<file path="src/sv/ffba_pkg.sv">
// ----------------------------------------------------------------------------
// First-fit block allocator package
// Request and result types, register map, status codes and the control and
// status groups that pass between the controller and the datapath.
// ----------------------------------------------------------------------------
package ffba_pkg;

  localparam logic [1:0] CMD_ALLOC      = 2'd0;
  localparam logic [1:0] CMD_ALLOC_ZERO = 2'd1;
  localparam logic [1:0] CMD_FREE       = 2'd2;
  localparam logic [1:0] CMD_RESIZE     = 2'd3;

  localparam logic [2:0] ST_DONE       = 3'd0;
  localparam logic [2:0] ST_BAD_SIZE   = 3'd1;
  localparam logic [2:0] ST_EXHAUSTED  = 3'd2;
  localparam logic [2:0] ST_TABLE_FULL = 3'd3;
  localparam logic [2:0] ST_UNKNOWN    = 3'd4;

  localparam logic [1:0] REG_HEADER_BYTES = 2'd0;
  localparam logic [1:0] REG_MAX_REQUEST  = 2'd1;
  localparam logic [1:0] REG_HEAP_BASE    = 2'd2;
  localparam logic [1:0] REG_HEAP_BYTES   = 2'd3;

  localparam logic [7:0]  RESET_HEADER_BYTES = 8'd32;
  localparam logic [26:0] RESET_MAX_REQUEST  = 27'd100000000;
  localparam logic [31:0] RESET_HEAP_BASE    = 32'd0;
  localparam logic [31:0] RESET_HEAP_BYTES   = 32'd1048576;

  typedef struct packed {
    logic [1:0]  command;
    logic [26:0] request_size;
    logic [26:0] element_count;
    logic [31:0] user_address;
  } req_t;

  typedef struct packed {
    logic [2:0]  status;
    logic [31:0] result_address;
    logic [31:0] copy_source;
    logic [26:0] copy_length;
    logic [26:0] zero_length;
    logic [12:0] free_block_count;
    logic [31:0] free_byte_total;
    logic [12:0] block_total;
    logic [31:0] block_byte_total;
  } rsp_t;

  typedef struct packed {
    logic [7:0]  header_bytes;
    logic [26:0] max_request;
    logic [31:0] heap_base;
    logic [31:0] heap_bytes;
  } cfg_t;

  typedef struct packed {
    logic       load;
    logic       scan_start;
    logic       scan_run;
    logic       scan_fit;
    logic       take;
    logic       append;
    logic       free_old;
    logic       keep;
    logic       set_status;
    logic [2:0] status;
    logic       present;
  } ctl_t;

  typedef struct packed {
    logic [1:0] command;
    logic       size_ok;
    logic       addr_zero;
    logic       scan_hit;
    logic       scan_end;
    logic       lk_free;
    logic       fits_in_place;
    logic       table_full;
    logic       heap_short;
    logic       out_busy;
  } sts_t;

endpackage

</file>
<file path="src/sv/ffba_regs.sv">
// ----------------------------------------------------------------------------
// First-fit block allocator configuration registers
// APB-style register file holding header size, request limit and heap bounds.
// ----------------------------------------------------------------------------
module ffba_regs (
  input  logic                clk,
  input  logic                rst,
  input  logic                psel,
  input  logic                penable,
  input  logic                pwrite,
  input  logic [3:0]          paddr,
  input  logic [31:0]         pwdata,
  output logic [31:0]         prdata,
  output logic                pready,
  output ffba_pkg::cfg_t      cfg
);
  import ffba_pkg::*;

  logic       wr_en;
  logic [1:0] reg_index;

  assign pready    = 1'b1;
  assign reg_index = paddr[3:2];
  assign wr_en     = psel && penable && pwrite;

  always_ff @(posedge clk) begin
    if (rst) begin
      cfg.header_bytes <= RESET_HEADER_BYTES;
      cfg.max_request  <= RESET_MAX_REQUEST;
      cfg.heap_base    <= RESET_HEAP_BASE;
      cfg.heap_bytes   <= RESET_HEAP_BYTES;
    end else if (wr_en) begin
      case (reg_index)
        REG_HEADER_BYTES: cfg.header_bytes <= pwdata[7:0];
        REG_MAX_REQUEST:  cfg.max_request  <= pwdata[26:0];
        REG_HEAP_BASE:    cfg.heap_base    <= pwdata;
        REG_HEAP_BYTES:   cfg.heap_bytes   <= pwdata;
        default: ;
      endcase
    end
  end

  always_comb begin
    case (reg_index)
      REG_HEADER_BYTES: prdata = {24'd0, cfg.header_bytes};
      REG_MAX_REQUEST:  prdata = {5'd0, cfg.max_request};
      REG_HEAP_BASE:    prdata = cfg.heap_base;
      REG_HEAP_BYTES:   prdata = cfg.heap_bytes;
      default:          prdata = '0;
    endcase
  end

endmodule

</file>
<file path="config.mk">
export PLATFORM = sky130hd
export DESIGN_NAME = ffba_regs
export DESIGN_NICKNAME = d
export VERILOG_FILES = /design/src/sv/ffba_pkg.sv /design/src/sv/ffba_regs.sv
export SDC_FILE = /design/constraint.sdc
export NUM_CORES = 1
export LEC_CHECK = 0
export BUFFER_PORTS_ARGS = -buffer_cell sky130_fd_sc_hd__clkbuf_2
export CAP_MARGIN = 20
export CORE_AREA = 2 2 109 111
export DETAILED_ROUTE_END_ITERATION = 8
export DIE_AREA = 0 0 111 113
export HOLD_SLACK_MARGIN = 0.12
export PLACE_DENSITY = 0.68
export SYNTH_ARGS = -nofsm -noshare
export SYNTH_HDL_FRONTEND = slang
export SYNTH_SLANG_ARGS = --single-unit
</file>
<file path="constraint.sdc">
create_clock -name clk -period 1.1 [get_ports clk]
set_clock_uncertainty 0.05 [all_clocks]
set_input_delay 0 -clock clk [delete_from_list [all_inputs] [get_ports clk]]
set_output_delay 0 -clock clk [all_outputs]
set_load 0.02 [all_outputs]
</file>
* Yosys cells after proc, flatten, opt, wreduce, memory -nomap -nowiden
Index checks and enable logic that the tools add are counted.
** Word-level totals
- Register bits after elaboration :: 99
- Latch bits :: 0
- Bits in writable memories :: 0
- ROM bits :: 0
- Bits of input ports :: 41
- Output and inout port bits :: 132
- Logic and storage cells :: 15
- Memories :: 0
** Operators by class
- $add $sub $neg :: 0
- $mul :: 0
- Divide/modulo/power cells :: 0
- Magnitude comparators :: 0
- Eq/ne operators :: 3
- Shift operators :: 0
- Muxes and demuxes :: 1
- Bitwise logic cells :: 0
- Reductions and logical operators :: 7
** Operators with widths (count)
- 32-bit one-hot mux with 4 select lines :: 1
- 2-bit AND reduction :: 4
- 2-bit equality test (second input constant) :: 2
- 2-bit by 1-bit equality test with 1-bit output (second input constant) :: 1
- 1-bit logical AND :: 2
- 2-bit zero test :: 1

* Longest topological paths before layout
Gate-level depths: netlist of the first run.
- Depth in word-level cells :: 3
- Depth in mapped cells :: 6
- Mapped depth without buffers :: 3

* Least setup slack after synthesis of the first run
No wires, ideal clock.
- Path type :: input-to-output
- Start point :: input port paddr[3]
- End point :: output port prdata[5]
- Data arrival time :: 929 ps
- Required time :: 1050 ps
- Slack :: 121 ps
- Stages on the path :: 3
- Buffers on the path :: 2
- Cells stage by stage :: buf_6 -> buf_2 -> mux4_2
** Between the ends
- Longest elaborated chain between the ends :: 2
- Elaborated cells between the ends (all ways) :: 5
- Classes of those cells :: eq/ne (3); mux (1); reduce/logical (1)
** RTL lines
- start: declaration :: RTL line ffba_regs.sv:11 : input logic [3:0] paddr,
- 2-bit equality test (tied with other cells) :: RTL line ffba_regs.sv:44 : case (reg_index)
- 32-bit one-hot mux with 4 select lines (*) :: RTL line ffba_regs.sv:44
- end: declaration :: RTL line ffba_regs.sv:13 : output logic [31:0] prdata,
Mark *: on every way between the ends. The rest lies on a longest branch, timed or not.

* Worst setup path after layout of the first run
- Start point :: register cfg[5] in the netlist's numbering
- End point :: output port prdata[5]
** Between the ends
- Longest elaborated chain between the ends :: 1
** RTL lines
- start: declaration :: RTL line ffba_regs.sv:15 : output ffba_pkg::cfg_t cfg
- 32-bit one-hot mux with 4 select lines :: RTL line ffba_regs.sv:44
No other way between the ends.

==> results of run 1 <==
==> metal layers <==
layer	vias up	track usage, %
met5	-	0
met4	0	9.583
met3	26	4.124
met2	131	38.24
met1	2146	27.36
li1	2160	-
==> cell usage after synthesis <==
library cell / number / area (sq um)
a22o_1: 19 / 166.4
and2_1: 1 / 6.260
and3_4: 1 / 11.26
buf_2: 8 / 40.04
buf_4: 7 / 52.55
buf_6: 8 / 90.09
buf_8: 2 / 30.03
clkbuf_1: 17 / 63.81
conb_1: 1 / 3.750
dfxtp_1: 99 / 1982
mux2_1: 4 / 45.04
mux2_2: 15 / 168.9
mux2i_1: 72 / 720.7
mux4_2: 8 / 180.2
nand2_2: 1 / 6.260
nand2b_1: 85 / 531.8
nand3_2: 1 / 10.01
nand4_2: 1 / 12.51
nor2_1: 28 / 105.1
nor2b_1: 38 / 237.7
o21ai_0: 34 / 170.2
o21ai_1: 30 / 150.1
or2_4: 1 / 8.760
==> cell families (layout without fill, tap and decap cells) <==
group                  after synthesis  after routing  synth area share, %
buffers and inverters               42            303                5.769
muxes                               99             99                23.26
AOI/OAI and AO/OA                   83             83                10.15
and+or+nand+nor                    157            157                19.39
other                                1              1              0.07823
DFF                                 99             99                41.35
==> layout by cell type (no fill, tap or decap), drive strengths merged <==
cell	count
o21ai	64
mux2	19
mux4	8
and3	1
nand3	1
dlygate4sd3	32
and2	1
nand2	1
mux2i	72
nand2b	85
clkinvlp	3
buf	100
nor2b	38
nor2	28
clkbuf	168
a22o	19
conb	1
or2	1
nand4	1
dfxtp	99
==> through the flow <==
| stage | power (mW) | instance area (sq um) | setup slack [ns] |
|---|---|---|---|
| 6_report | 7.720 | 7278 | -0.2882 |
| 2_1_floorplan | 4.268 | 4793 | 0.1214 |
| 4_1_cts | 7.773 | 7211 | -0.2880 |
| 5_1_grt | 8.011 | 7278 | -0.3154 |
| 3_5_place_dp | 4.569 | 5908 | -0.05057 |
| 3_3_place_gp | 4.552 | 5908 | -0.02777 |
==> worst register-to-register path, stage by stage, from the launching register on <==
cell and delay (ns):
dfxtp_1 0.33, buf_4 0.14, nor2b_1 0.11, o21ai_0 0.07
o21ai_1 0.09
==> power by group through the flow <==
stage	registers [mW]	logic, mW	clock network [mW]
global placement	3.74	0.807	0
finish	3.66	1.03	3.02
global route	3.67	1.10	3.24
CTS	3.66	1.02	3.10
floorplan	3.80	0.470	0
detailed placement	3.75	0.822	0
==> timing repair <==
item	CTS	global route
resized for setup	121	22
pin swaps	3	3
hold buffers	32	0
setup buffers	49	4
hold endpoints to repair	99	0
setup endpoints to repair	32	31
==> path summary, 6_finish.rpt <==
kind | start | end | slack, ns
hold reg to reg | cfg[22] | cfg[22] | 0.44
hold / removal | rst | cfg[90] | 0.13
setup reg to reg | cfg[36] | cfg[36] | 0.19
setup / recovery | cfg[5] | prdata[5] | -0.29
==> layout make-up <==
class | instances | area [sq um] | area share, %
Clock inverter | 3 | 22.52 | 0.3094
Sequential cell | 99 | 2061 | 28.31
Timing Repair Buffer | 287 | 2183 | 30.00
Tap cell | 143 | 178.9 | 2.458
Multi-Input combinational cell | 340 | 2572 | 35.34
Clock buffer | 13 | 260.3 | 3.576
==> metrics.csv, run 1 <==
metric;value;unit
largest-register;cfg;
vdd_drop_max;977.0;uV
switching_power;1.906;mW
via_per_inst;5.043;
top_layer;met4;
synthToLayoutAreaGrowth;51.84;%
critPathLaunchType;flip-flop;
stdcell_count;885;
placed_cells;784;
drive_gt1_share;49.33;%
max_cap_violations;0;
drt_iter0_drc;211;
die-width;111;microns
hp-class;primary input to flip-flop;
grt_util_all_layers;22.21;%
leakage;3.462;nW
root_buffer;clkbuf_16;
fin_util;64.57;%
rsz0062_at_grt;true;
final-hold-violation-count;0;
fin_crit;1.388;ns
switching_share;24.69;%
finalSetupViolCount;28;
arrival;1.34;ns
die_y;113;microns
reg_top3;cfg x99;
via_count;4463;
crit_buf_inv;1;
numPortBuffers;169;
row_count;39;
routabilityCongestion;0.8067;
wl_per_cell;16.11;microns
initial_core_util;42.52;%
seq_power_share;47.5;%
p_comb_share;13.4;%
htreeDepth;3;
synth_warnings;0;
power.density;1061;nW/um^2
clockPowerShare;39.2;%
cts_buffer_depth;2;
syn-num-nets;522;
power.internal;5.813;mW
grt_pass1_wl;22.39;mm
holdWs;0.1338;ns
worstHoldPathCells;4;
ios;173;
die_area;12540;sq um
synth_cell_type_count;23;
setup_tns;-5.966;ns
path_delay_family;multiplexers;
max_freq;0.7204;GHz
wl_met3;725;microns
ant_nets;0;
period_share;126.2;%
cpMaxStageDelayCell;mux4_2;
first_global_vias;4470;
fillers;885;
netlist_instances;481;
ys_ff_latch;99;
post-route-drc-count;0;
grt-ovfl-total;0;
path_depth;2;
wl_met2;7.153;mm
synth_seq_area_share;41.35;%
grt_max_degree;89;
status;finished, violations left;
required;1.05;ns
clkTransAtPathRegs;0.07;ns
rr_worst_depth;4;
syn_area_per_cell;9.965;sq um
nNetsFinal;778;
cp_max_fo;2;
cts.sinks;99;
cts_tree;built;
drt-total-wl;14.26;mm
clk_latency;0.34;ns
wl_met1;6.015;mm
worstPathCellList;mux4_2, buf_8;
core-area;11270;sq um
hpwlAfterDp;8.805;mm
failed_checks;setup timing;
largest_reg_flops;99;
drt_first_pass_iters;4;
critPathMaxStageDelay;0.51;ns
final-max-slew-violation-count;0;
endpoint_kind;primary output;
syn_area;4793;sq um
numCtsBuffers;9;
antenna_found_initial;0;
crit_type;flip-flop to primary output;
antenna_cells;0;
finalWorstSetupSlack;-0.2882;ns
Power figures use the tool's default switching activity.
==> run 2: changes to the inputs <==
--- a/config.mk
+++ b/config.mk
@@ -11,7 +11,7 @@
 export DETAILED_ROUTE_END_ITERATION = 8
 export DIE_AREA = 0 0 111 113
 export HOLD_SLACK_MARGIN = 0.12
-export PLACE_DENSITY = 0.68
+export PLACE_DENSITY = 0.8
 export SYNTH_ARGS = -nofsm -noshare
 export SYNTH_HDL_FRONTEND = slang
 export SYNTH_SLANG_ARGS = --single-unit
==> run 2 against run 1 <==
The flow still finishes with violations (setup timing). Worst setup slack better by 0.0039 ns. Clock power is 7.0% higher. First-iteration DRC count is 27% higher. Cell count is 0.68% higher. Hold slack worse by 0.051 ns. Critical path depth stayed put. Critical endpoint is now prdata[2]. Largest power group unchanged. Highest routed layer unchanged.
==> metrics.csv, run 2 (synthesized netlist as in run 1, its figures left out) <==
metric;value;unit;change
htreeDepth;3;;unchanged
finalSetupViolCount;29;;+3.6%
drive_gt1_share;51.34;%;+2.0 points
cts_buffer_depth;2;;unchanged
die_area;12540;sq um;unchanged
final_common_cell;clkbuf_2;;
ff_latch_area;2073;sq um;+0.61%
status;finished, violations left;;
required;1.05;ns;about the same
reg_top3;cfg x99;;
clkTransAtPathRegs;0.07;ns;about the same
core-area;11270;sq um;unchanged
cts.sinks;99;;unchanged
clk_latency;0.34;ns;about the same
power.density;1081;nW/um^2;+1.9%
arrival;1.33;ns;about the same
vdd_drop_max;920.1;uV;-5.8%
failed_checks;setup timing;;
first_global_vias;5043;;+13%
ant_nets;0;;unchanged
post-route-drc-count;0;;unchanged
period_share;125.8;%;-0.35 points
initial_core_util;42.52;%;unchanged
largest-register;cfg;;
root_buffer;clkbuf_16;;
wl_per_cell;18.00;microns;+12%
hpwlAfterDp;9.444;mm;+7.2%
critPathLaunchType;flip-flop;;
cts_tree;built;;
die-width;111;microns;unchanged
numPortBuffers;169;;unchanged
grt_util_all_layers;24.80;%;+2.6 points
nNetsFinal;784;;+0.77%
drt_first_pass_iters;5;;+1
p_total;7.960;mW;+3.1%
grt_use_met3;7.124;%;+3.0 points
grt.met2_usage;44.50;%;+6.3 points
drt-total-wl;16.04;mm;+13%
cp_max_fo;3;;+1
drt_iter0_drc;267;;+27%
leakage;3.513;nW;+1.5%
endpoint_kind;primary output;;
antenna_found_initial;0;;unchanged
largest_reg_flops;99;;unchanged
numCtsBuffers;9;;unchanged
rsz0062_at_grt;true;;
fillers;840;;-5.1%
synthToLayoutAreaGrowth;53.59;%;
grt-busiest-layer;met2;;
crit_type;flip-flop to primary output;;
grt_max_degree;51;;-43%
via_count;4697;;+5.2%
grt_pass1_wl;24.82;mm;+11%
setup_tns;-6.313;ns;-0.3472 ns
fin_crit;1.384;ns;-0.003905 ns
multiInputGateArea;2580;sq um;+0.29%
max_cap_violations;0;;unchanged
row_count;39;;unchanged
routabilityCongestion;0.8030;;-0.46%
die_y;113;microns;unchanged
final-max-slew-violation-count;0;;unchanged
layout_common_cells;clkbuf_2, buf_4, nand2b_1, dfxtp_2, mux2i_1;;
antenna_cells;0;;unchanged
ios;173;;unchanged
via_per_inst;5.272;;+4.5%
grt-ovfl-total;0;;unchanged
final-hold-violation-count;0;;unchanged
hp-class;primary input to flip-flop;;
grtUsageMet1;26.62;%;-0.75 points
max_freq;0.7224;GHz;+0.28%
finalWorstSetupSlack;-0.2843;ns;+0.003905 ns
run 2: through the flow:
stage / cells / hold slack (ns) / util [%] / cell area (sq um) / setup WS, ns
CTS: 885 / 0.1431 / 64.56 / 7277 / -0.2815
finish: 891 / 0.08296 / 65.31 / 7362 / -0.2843
global route: 891 / 0.1383 / 65.31 / 7362 / -0.3078
detailed placement: 784 / 0.2117 / 52.41 / 5908 / -0.02561
global placement: 784 / 0.2023 / 52.41 / 5908 / 0.006908
floorplan: 481 / 0.09506 / - / 4793 / 0.1214
run 2: routing by layer:
metal  wire length (microns)  vias up
met5                       0        -
met4                     580        0
met3                     985       56
met2                    8180      219
met1                    6294     2263
li1                        -     2159
run 2: final timing paths:
check | from | endpoint | slack, ns | cells past startpoint
worst max-delay path | cfg[93] | prdata[2] | -0.28 | 2
worst min-delay path | rst | cfg[71] | 0.08 | 3
worst max register to register | cfg[49] | cfg[49] | 0.09 | 5
worst min register to register | cfg[64] | cfg[64] | 0.43 | 2
run 2: layout make-up:
cell class | instances | area share, %
Tap cell | 143 | 2.430
Clock buffer | 9 | 3.059
Timing Repair Buffer | 293 | 30.27
Multi-Input combinational cell | 340 | 35.04
Sequential cell | 99 | 28.16
Clock inverter | 7 | 1.037
run 2: report_power, final:
part	switching (mW)	leakage, nW	internal [mW]
clock	1.45	0.142	1.78
combinational	0.535	2.54	0.525
sequential	0.0328	0.834	3.63
total	2.02	3.51	5.94
run 2: what timing repair did:
action / 4_1_cts / 5_1_grt
hold buffers: 33 / 0
buffers inserted: 52 / 7
resized for setup: 129 / 27
pin swaps: 3 / 3
endpoints found under the hold margin: 99 / 0
setup endpoints to repair: 32 / 44
run 2: critical path, cell delays in order (launching register included):
cell	delay, ns
dfxtp_2	0.34
mux4_2	0.50
buf_8	0.15
