## src/sv/ffba_pkg.sv

```systemverilog
// ----------------------------------------------------------------------------
// First-fit block allocator package
// Request and result types, register map, status codes and the control and
// status groups that pass between the controller and the datapath.
// ----------------------------------------------------------------------------
package ffba_pkg;

  localparam logic [1:0] CMD_ALLOC      = 2'd0;
  localparam logic [1:0] CMD_ALLOC_ZERO = 2'd1;
  localparam logic [1:0] CMD_FREE       = 2'd2;
  localparam logic [1:0] CMD_RESIZE     = 2'd3;

  localparam logic [2:0] ST_DONE       = 3'd0;
  localparam logic [2:0] ST_BAD_SIZE   = 3'd1;
  localparam logic [2:0] ST_EXHAUSTED  = 3'd2;
  localparam logic [2:0] ST_TABLE_FULL = 3'd3;
  localparam logic [2:0] ST_UNKNOWN    = 3'd4;

  localparam logic [1:0] REG_HEADER_BYTES = 2'd0;
  localparam logic [1:0] REG_MAX_REQUEST  = 2'd1;
  localparam logic [1:0] REG_HEAP_BASE    = 2'd2;
  localparam logic [1:0] REG_HEAP_BYTES   = 2'd3;

  localparam logic [7:0]  RESET_HEADER_BYTES = 8'd32;
  localparam logic [26:0] RESET_MAX_REQUEST  = 27'd100000000;
  localparam logic [31:0] RESET_HEAP_BASE    = 32'd0;
  localparam logic [31:0] RESET_HEAP_BYTES   = 32'd1048576;

  typedef struct packed {
    logic [1:0]  command;
    logic [26:0] request_size;
    logic [26:0] element_count;
    logic [31:0] user_address;
  } req_t;

  typedef struct packed {
    logic [2:0]  status;
    logic [31:0] result_address;
    logic [31:0] copy_source;
    logic [26:0] copy_length;
    logic [26:0] zero_length;
    logic [12:0] free_block_count;
    logic [31:0] free_byte_total;
    logic [12:0] block_total;
    logic [31:0] block_byte_total;
  } rsp_t;

  typedef struct packed {
    logic [7:0]  header_bytes;
    logic [26:0] max_request;
    logic [31:0] heap_base;
    logic [31:0] heap_bytes;
  } cfg_t;

  typedef struct packed {
    logic       load;
    logic       scan_start;
    logic       scan_run;
    logic       scan_fit;
    logic       take;
    logic       append;
    logic       free_old;
    logic       keep;
    logic       set_status;
    logic [2:0] status;
    logic       present;
  } ctl_t;

  typedef struct packed {
    logic [1:0] command;
    logic       size_ok;
    logic       addr_zero;
    logic       scan_hit;
    logic       scan_end;
    logic       lk_free;
    logic       fits_in_place;
    logic       table_full;
    logic       heap_short;
    logic       out_busy;
  } sts_t;

endpackage

```

## src/sv/ffba_ctrl.sv

```systemverilog
// ----------------------------------------------------------------------------
// First-fit block allocator controller
// Sequences size check, table lookup, first-fit search, table updates and
// result delivery for one request at a time.
// ----------------------------------------------------------------------------
module ffba_ctrl (
  input  logic           clk,
  input  logic           rst,
  input  logic           req_valid,
  output logic           req_stall,
  input  ffba_pkg::sts_t sts,
  output ffba_pkg::ctl_t ctl
);
  import ffba_pkg::*;

  typedef enum logic [8:0] {
    S_IDLE    = 9'b000000001,
    S_MUL     = 9'b000000010,
    S_CHECK   = 9'b000000100,
    S_LOOK    = 9'b000001000,
    S_DECIDE  = 9'b000010000,
    S_FIT     = 9'b000100000,
    S_ALLOC   = 9'b001000000,
    S_RELEASE = 9'b010000000,
    S_DONE    = 9'b100000000
  } state_t;

  state_t state;
  state_t state_next;
  logic   moving;

  assign req_stall = (state != S_IDLE);
  assign moving    = (sts.command == CMD_RESIZE) && !sts.addr_zero;

  always_ff @(posedge clk) begin
    if (rst) begin
      state <= S_IDLE;
    end else begin
      state <= state_next;
    end
  end

  always_comb begin
    ctl        = '0;
    ctl.status = ST_DONE;
    state_next = state;
    case (state)
      S_IDLE: begin
        if (req_valid) begin
          ctl.load   = 1'b1;
          state_next = S_MUL;
        end
      end
      S_MUL: begin
        state_next = S_CHECK;
      end
      S_CHECK: begin
        if (sts.command == CMD_FREE) begin
          if (sts.addr_zero) begin
            state_next = S_DONE;
          end else begin
            ctl.scan_start = 1'b1;
            state_next     = S_LOOK;
          end
        end else if (!sts.size_ok) begin
          ctl.set_status = 1'b1;
          ctl.status     = ST_BAD_SIZE;
          state_next     = S_DONE;
        end else if (moving) begin
          ctl.scan_start = 1'b1;
          state_next     = S_LOOK;
        end else begin
          ctl.scan_start = 1'b1;
          state_next     = S_FIT;
        end
      end
      S_LOOK: begin
        ctl.scan_run = 1'b1;
        if (sts.scan_hit) begin
          state_next = S_DECIDE;
        end else if (sts.scan_end) begin
          ctl.set_status = 1'b1;
          ctl.status     = ST_UNKNOWN;
          state_next     = S_DONE;
        end
      end
      S_DECIDE: begin
        if (sts.command == CMD_FREE) begin
          ctl.free_old = !sts.lk_free;
          state_next   = S_DONE;
        end else if (sts.lk_free) begin
          ctl.set_status = 1'b1;
          ctl.status     = ST_UNKNOWN;
          state_next     = S_DONE;
        end else if (sts.fits_in_place) begin
          ctl.keep   = 1'b1;
          state_next = S_DONE;
        end else begin
          ctl.scan_start = 1'b1;
          state_next     = S_FIT;
        end
      end
      S_FIT: begin
        ctl.scan_run = 1'b1;
        ctl.scan_fit = 1'b1;
        if (sts.scan_hit) begin
          ctl.take   = 1'b1;
          state_next = moving ? S_RELEASE : S_DONE;
        end else if (sts.scan_end) begin
          if (sts.table_full) begin
            ctl.set_status = 1'b1;
            ctl.status     = ST_TABLE_FULL;
            state_next     = S_DONE;
          end else if (sts.heap_short) begin
            ctl.set_status = 1'b1;
            ctl.status     = ST_EXHAUSTED;
            state_next     = S_DONE;
          end else begin
            state_next = S_ALLOC;
          end
        end
      end
      S_ALLOC: begin
        ctl.append = 1'b1;
        state_next = moving ? S_RELEASE : S_DONE;
      end
      S_RELEASE: begin
        ctl.free_old = 1'b1;
        state_next   = S_DONE;
      end
      S_DONE: begin
        if (!sts.out_busy) begin
          ctl.present = 1'b1;
          state_next  = S_IDLE;
        end
      end
      default: begin
        state_next = S_IDLE;
      end
    endcase
  end

endmodule

```

## config.mk

```make
export PLATFORM = sky130hd
export DESIGN_NAME = ffba_ctrl
export DESIGN_NICKNAME = d
export VERILOG_FILES = /design/src/sv/ffba_pkg.sv /design/src/sv/ffba_ctrl.sv
export SDC_FILE = /design/constraint.sdc
export NUM_CORES = 1
export LEC_CHECK = 0
export BUFFER_PORTS_ARGS = -buffer_cell sky130_fd_sc_hd__buf_2
export CAP_MARGIN = 30
export CORE_MARGIN = 5
export CORE_UTILIZATION = 49
export CTS_CLUSTER_DIAMETER = 30
export DETAILED_ROUTE_END_ITERATION = 7
export PLACE_DENSITY_LB_ADDON = 0.3
export SLEW_MARGIN = 15
export SYNTH_ARGS = -nofsm -noshare
export SYNTH_HDL_FRONTEND = slang
export SYNTH_SLANG_ARGS = --single-unit
```

## constraint.sdc

```tcl
create_clock -name clk -period 2.7 [get_ports clk]
set_clock_uncertainty 0.2 [all_clocks]
set_input_delay 0.27 -clock clk [delete_from_list [all_inputs] [get_ports clk]]
set_output_delay 0.27 -clock clk [all_outputs]
set_load 0.02 [all_outputs]
```

Word-level counts from Yosys, hierarchy flattened:

Index checks and enable logic that the tools add are counted.

* reductions and logical operators: 5
* mux-type cells: 48
* equality and inequality tests: 16

Operators with widths (count)
* $mux 9: 15
* $pmux 9 s9: 1
* $mux 4: 9
* $mux 1: 17
* $pmux 4 s4: 1
* $eq 9x1->1 const B: 1
* $eq 9x2->1 const B: 1
* $eq 9x3->1 const B: 1
* $eq 9x4->1 const B: 1
* $eq 9x5->1 const B: 1
* $eq 9x6->1 const B: 1
* $eq 9x7->1 const B: 1
* $eq 9x8->1 const B: 1
* $eq 9x9->1 const B: 1
* $ne 9x1->1 const B: 1
* $mux 6: 1
* $ne 3x3->1 const B: 2
* $mux 5: 1
* $eq 2x2->1 const B: 2
* $ne 2x2->1 const B: 2
* $pmux 1 s2: 2
* $reduce_and 4->1: 1
* $logic_not 1->1: 2
* $mux 2: 1
* other kinds (2): 2

* register bits: 9
* output and inout port bits: 14
* logic and storage cells: 70

Depth between registers and ports, before layout:

Gate-level depths: netlist (run 1).

* depth after elaboration: 6
* mapped depth: 7
* mapped depth without buffers: 6

Worst setup path after synthesis (run 1):

Ideal clock, no wire load.

* kind: register -> output
* start: register state[7]
* end: output port ctl[4] (netlist bit)
* arrival: 2550 ps
* slack: -320 ps
* stages on the path, launching flop included: 7
* path through: dfxtp_1 buf_6 or3_1 or4_4 nor3b_2 nor4b_2 or3_1

RTL lines
* start, declared: RTL line ffba_ctrl.sv:28 `state_t state;`
* start signal, assigned: RTL line ffba_ctrl.sv:39 `state <= state_next;`
* end, declared: RTL line ffba_ctrl.sv:12 `output ffba_pkg::ctl_t ctl`

==> results.toml, run 1 <==
[yosys]
synth_top_cells_by_area = "dfxtp_1 (22%), nor2_1 (6.3%), nand2b_1 (4.5%), nor3b_1 (4.5%), nand2_1 (4.1%)"
async_flop_share = 0
ys_warn_count = 0
synth_area_um2 = 831
seq_area_frac_synth = 0.217
synth_cell_types = 40
synth-edff-count = 0
synth_top_area_share = 0.217
syn-instance-count = 111
syn-num-nets = 125
ys.flop_type = "dfxtp_1"
yosys_register_bits = 9
syn_area_per_cell_um2 = 7.48
yosysTopAreaCell = "dfxtp_1"

[floorplanning]
core_um2 = 1560
rows = 14
die_w_um = 51.2
pin_count = 28
die_h_um = 51.2
die_area_um2 = 2620
start_util = 0.533

[timing]
fin_hold_ws_ns = 0.0600
slew_headroom = 0.688
fin_crit_ns = 2.78
worst_pin_slew_ns = 0.467
fin_ws_ns = -0.0774
slew_viol_final = 0
fmax_mhz = 360
finalHoldViolCount = 0
finalSetupViolCount = 2
rsz0062_at_grt = "true"
period_share = 1.03

[finish]
n_antenna_cell = 0
fillCellCount = 117
final_cells = 167
finalInstanceArea_um2 = 1160
layout-drive-gt1-share = 0.391
largest_reg_flops = 9
num-nets-final = 166
area_growth_pct = 39.8
largestRegisters = "state: 9 flops"
largest-register = "state"

[detailed_routing]
ant_nets = 0
drt-vias-per-instance = 6.02
wire_per_inst_um = 15.7
post-route-drc-count = 0
vias = 1006
dr.pass1.iters = 4
drt_iter0_drc = 38
wl_mm = 2.62

[setup_path]
crit_buf_inv = 1
cp_top_family = "simple AND/OR/NAND/NOR gates"
critPathCaptureType = "primary output"
crit_chain = "or3_4 > or4_4 > or3b_4 > o32ai_4 > or3_4 > buf_6"
path_common_cell = "or3_4"
cp_slowest_stage_delay_ns = 0.43
critPathKind = "flop to primary output"
arrival_ns = 2.31
setup.worst_path.start_class = "flop"
critPathRequiredTime_ns = 2.23
worst_path_max_delay_cell = "or4_4"
worstPathMaxFanout = 2

[clock_network]
clk_latency_ns = 0.26
cts_sinks = 9
cts_tree = "done"
numCtsBuffers = 3
clk_path_buf_depth = 2
root_buffer = "clkbuf_4"
clk_pin_slew_worst_paths_ns = 0.06
htreeDepth = 1

[run_status]
violations = "setup timing"
run_status = "finished, violations left"

[placed_design]
dpl-instance-area_um2 = 1070
dp_hpwl_mm = 1.92
dp_slack_ns = 0.169
gp_congestion = 0.881
io_buffers = 27
placed_cells = 159

[pwr]
p_per_area_nw_per_um2 = 407
p_leak_nw = 0.518
power.total_mw = 0.473
vdd_ir_drop_max_v = 0.000310

[global_route]
antenna_found_initial = 0
grt_max_degree = 11
grt_pass1_wl_mm = 3.98
grt_use_total = 0.206
grt_overflow = 0
grt_pass1_vias = 899

[job]
maxCapViolations = 0

[min_path]
hp-class = "input pin to flop"
## what timing repair did
item	4_1_cts	5_1_grt
buffers inserted	1	3
cloned	0	0
resized for setup	4	8
endpoints found under the setup margin	3	5
hold buffers	0	0
pin swaps	3	3
## synth_stat cells, types with 3 or more instances
library cell / number
a31oi_1: 4
clkbuf_1: 3
dfxtp_1: 9
inv_1: 7
nand2_1: 9
nand2b_1: 6
nand3_1: 3
nand4_1: 4
nor2_1: 14
nor3_1: 5
nor3b_1: 5
nor4_1: 3
o21ai_0: 3
or3_1: 4
## per-stage QoR
| step | util | setup TNS [ns] |
|---|---|---|
| 3_3_place_gp | 0.685 | 0 |
| 6_report | 0.745 | -0.0790 |
| 4_1_cts | 0.714 | -0.0466 |
| 5_1_grt | 0.745 | -0.412 |
| 3_5_place_dp | 0.685 | 0 |
| 2_1_floorplan | - | -0.0413 |
## cell usage in the layout (no fill, tap or decap), types with 2 or more instances in the layout
master and n:
buf_2 24, nor2_1 14, buf_4 13, nand2_1 9, dfxtp_1 8, inv_1 7, nand2b_1 6, nor3b_1 5
nor3_1 5, buf_6 5, nand4_1 4, a31oi_1 4, nor4_1 3, o21ai_0 3, nand3_1 3, clkbuf_4 3
nor4b_1 2, or3_4 2, o41ai_1 2, nor2b_1 2, or3_1 2, o41ai_2 2
## cell type report
class	count	area, um^2	share of cell area
Multi-Input combinational cell	89	633	0.545
Timing Repair Buffer	42	274	0.236
Sequential cell	9	181	0.156
Clock buffer	4	26.3	0.0226
Inverter	7	26.3	0.0226
Tap cell	16	20.0	0.0172
## worst reg2reg max path, cell delays in order (launching register included)
cell and delay (ns):
dfxtp_2 0.32, or3_4 0.38, or4_4 0.43, buf_6 0.14, nor3b_4 0.18, buf_4 0.14, buf_6 0.09, o311a_1 0.19
a211oi_1 0.07, o41ai_2 0.20
## metal layers
metal  track usage  share of wire  up-vias  wire length, um
met3        0.0669          0.069        7              181
li1              -              -      492                -
met1         0.252           0.42      476             1100
met5             0              0        -                0
met2         0.318           0.49       31             1280
met4         0.112          0.022        0               57
## power by group
group          total (mW)  leakage [nW]  switching (mW)  internal, mW
clock network       0.103        0.0150          0.0462        0.0569
registers           0.152        0.0736         0.00924         0.143
logic               0.218         0.429           0.122        0.0956
## final timing paths
check	depth (start not counted)	from	end	slack (ns)
min reg2reg	2	state[1]	state[2]	0.28
max	6	state[4]	ctl[4]	-0.08
max reg2reg	9	state[4]	state[8]	0.29
min	2	rst	state[5]	0.06
## logic make-up (layout without fill, tap and decap cells)
kind of cell	count (synthesis)	count (layout)	share of synthesized area
simple gates	65	65	0.453
compound gates	21	21	0.226
buf+inv	13	53	0.0708
flops	9	9	0.217
xor+xnor	2	2	0.0211
mux	1	1	0.0120
(Power assumes the default switching activity.)
==> inputs of run 2 (changes only) <==
--- a/config.mk
+++ b/config.mk
@@ -5,10 +5,11 @@
 export SDC_FILE = /design/constraint.sdc
 export NUM_CORES = 1
 export LEC_CHECK = 0
+export ABC_AREA = 1
 export BUFFER_PORTS_ARGS = -buffer_cell sky130_fd_sc_hd__buf_2
 export CAP_MARGIN = 30
 export CORE_MARGIN = 5
-export CORE_UTILIZATION = 49
+export CORE_UTILIZATION = 51
 export CTS_CLUSTER_DIAMETER = 30
 export DETAILED_ROUTE_END_ITERATION = 7
 export PLACE_DENSITY_LB_ADDON = 0.3
==> constraint.sdc (replaced) <==
create_clock -name clk -period 3.2 [get_ports clk]
set_clock_uncertainty 0.2 [all_clocks]
set_input_delay 0.32 -clock clk [delete_from_list [all_inputs] [get_ports clk]]
set_output_delay 0.32 -clock clk [all_outputs]
set_load 0.02 [all_outputs]
==> results.toml, run 2 <==
[detailed_routing]
drt_iter0_drc = 22
dr.pass1.iters = 4
ant_nets = 0
vias = 908
wirelength_met1_um = 939
post-route-drc-count = 0
wl_mm = 2.10
drt-vias-per-instance = 4.99
wl_met3_um = 99
dr_wl_met2_mm = 1.03
wire_per_inst_um = 11.6
routed.top_layer = "met4"

[yosys]
synth-edff-count = 0
syn-num-nets = 149
synth_top_family_by_area = "simple AND/OR/NAND/NOR gates"
synth_cell_types = 25
yosysTopAreaCell = "dfxtp_1"
synth-simple-area-share = 0.543
yosys.area_share.adder = 0
synthTopCellsByCount = "nand2_1 (31), inv_1 (26), nor2_1 (16)"
seq_area_frac_synth = 0.218
ys.flop_type = "dfxtp_1"
synthMuxAreaShare = 0
synth_top_area_share = 0.218
synth_compound_area_frac = 0.109
yosys_register_bits = 9
synth_area_um2 = 827
synth-xor-area-share = 0
async_flop_share = 0
post-synth-top-count-cell = "nand2_1"
syn-instance-count = 135
synth_top_cells_by_area = "dfxtp_1 (22%), nand2_1 (14%), inv_1 (12%), nand3_1 (9.1%), nor2_1 (7.3%)"
syn_area_per_cell_um2 = 6.13
ys_warn_count = 0

[floorplanning]
die_w_um = 50.3
rows = 14
die_area_um2 = 2530
start_util = 0.543
core_um2 = 1520
die_h_um = 50.3
pin_count = 28

[setup_path]
critPathKind = "flop to primary output"
startpoint = "state[6]"
reg2regPathDepth = 9
rrSetupSlack_ns = 1.56
r2r_end = "state[0]"
critPathCaptureType = "primary output"
arrival_ns = 1.65
reg2reg_from = "state[8]"
setup.worst_path.start_class = "flop"
worstPathMaxFanout = 6
critPathRequiredTime_ns = 2.68

[clock_network]
htreeDepth = 1
numCtsBuffers = 3
clk_path_buf_depth = 2
cts_setup_buffers = 0
cts_resized = 0
hold_buffers = 0
cts_sinks = 9
clk_latency_ns = 0.27
clk_pin_slew_worst_paths_ns = 0.06
cts_tree = "done"
root_buffer = "clkbuf_4"

[finish]
num-nets-final = 181
finalInstanceArea_um2 = 1010
largestRegisters = "state: 9 flops"
n_antenna_cell = 0
largest-register = "state"
area_growth_pct = 21.9
fillCellCount = 143
final_cell_mix = "nand2_1 (31), buf_2 (27), inv_1 (26)"
largest_reg_flops = 9
layout-drive-gt1-share = 0.283
final_common_cell = "nand2_1"

[placed_design]
io_buffers = 27
dp_hpwl_mm = 1.79
gp_congestion = 0.856
dpl-instance-area_um2 = 982

[job]
maxCapViolations = 0

[global_route]
grt_max_degree = 10
antenna_found_initial = 0
grt_use_total = 0.182
grt_pass1_vias = 843
grt_pass1_wl_mm = 3.60
grt_overflow = 0

[timing]
finalSetupViolCount = 0
fmax_mhz = 461
slew_headroom = 0.822
slew_viol_final = 0
fin_hold_ws_ns = 0.106
finalSetupTns_ns = 0
rsz0062_at_grt = "false"
finalHoldViolCount = 0
worst_pin_slew_ns = 0.264
period_share = 0.677
fin_crit_ns = 2.17

[min_path]
hp-class = "input pin to flop"
hold-path-cell-count = 2
hold_path_end = "state[8]"
hold_start = "rst"

[pwr]
p_per_area_nw_per_um2 = 360
vdd_ir_drop_max_v = 0.000293
p_leak_nw = 0.556
power.total_mw = 0.363

[run_status]
run_status = "completed"
-- run 2: changes by cell type after synthesis, moves of 3 or more --
| cell | previous run | this run |
|---|---|---|
| nor3b_1 | 5 | 0 |
| nand2_1 | 9 | 31 |
| nand3_1 | 3 | 15 |
| nand2b_1 | 6 | 0 |
| a21oi_1 | 1 | 4 |
| nor2_4 | 0 | 4 |
| inv_1 | 7 | 26 |
| nand2_4 | 0 | 3 |
| nor2_2 | 0 | 3 |
| or3_1 | 4 | 0 |
| a31oi_1 | 4 | 0 |
| clkbuf_1 | 3 | 0 |
-- run 2: cell type report --
| cell class | instances | area (um^2) | area share |
|---|---|---|---|
| clock buffers | 4 | 26.3 | 0.0261 |
| inverters | 28 | 108 | 0.107 |
| multi-input cells | 98 | 539 | 0.535 |
| flip-flops and latches | 9 | 180 | 0.179 |
| well taps | 16 | 20.0 | 0.0199 |
| repair buffers | 27 | 135 | 0.134 |
-- run 2: per-stage QoR --
step                      setup slack (ns)  cells   util
after floorplan                       1.11    135      -
after global placement                1.37    178  0.644
after detailed placement              1.31    178  0.644
after CTS                             1.01    182  0.662
after global routing                 0.825    182  0.662
final                                 1.03    182  0.662
-- run 2: how the worst max path moves through the flow --
stage | to | slack, ns
2_1_floorplan | ctl[4] | 1.11
3_3_place_gp | ctl[1] | 1.37
3_5_place_dp | ctl[4] | 1.31
4_1_cts | ctl[4] | 1.01
5_1_grt | ctl[4] | 0.82
6_report | ctl[4] | 1.03
-- run 2: logic make-up after synthesis --
| kind of cell | count (synthesis) |
|---|---|
| buffers and inverters | 28 |
| AOI/OAI and AO/OA | 14 |
| DFF | 9 |
| and+or+nand+nor | 84 |
-- run 2: per-layer routing --
metal | vias to the layer above | GRT usage
met1 | 390 | 0.234
li1 | 489 | -
met2 | 24 | 0.282
met3 | 5 | 0.0562
met4 | 0 | 0.0699
met5 | - | 0
-- run 2: where the power goes --
group / switching [mW] / leakage, nW / internal [mW]
logic: 0.0940 / 0.468 / 0.0486
clock network: 0.0416 / 0.0150 / 0.0482
registers: 0.00998 / 0.0730 / 0.120
total: 0.146 / 0.556 / 0.217
-- run 2: worst max-delay path, cell delays in order, from the launching register on --
cell and delay, ns:
dfxtp_1 0.34, nor2_4 0.17, nand3_2 0.12, nor2_4 0.21, nand3_1 0.11, nor2_1 0.15, nor2_1 0.07, nand2_1 0.05
buf_2 0.16
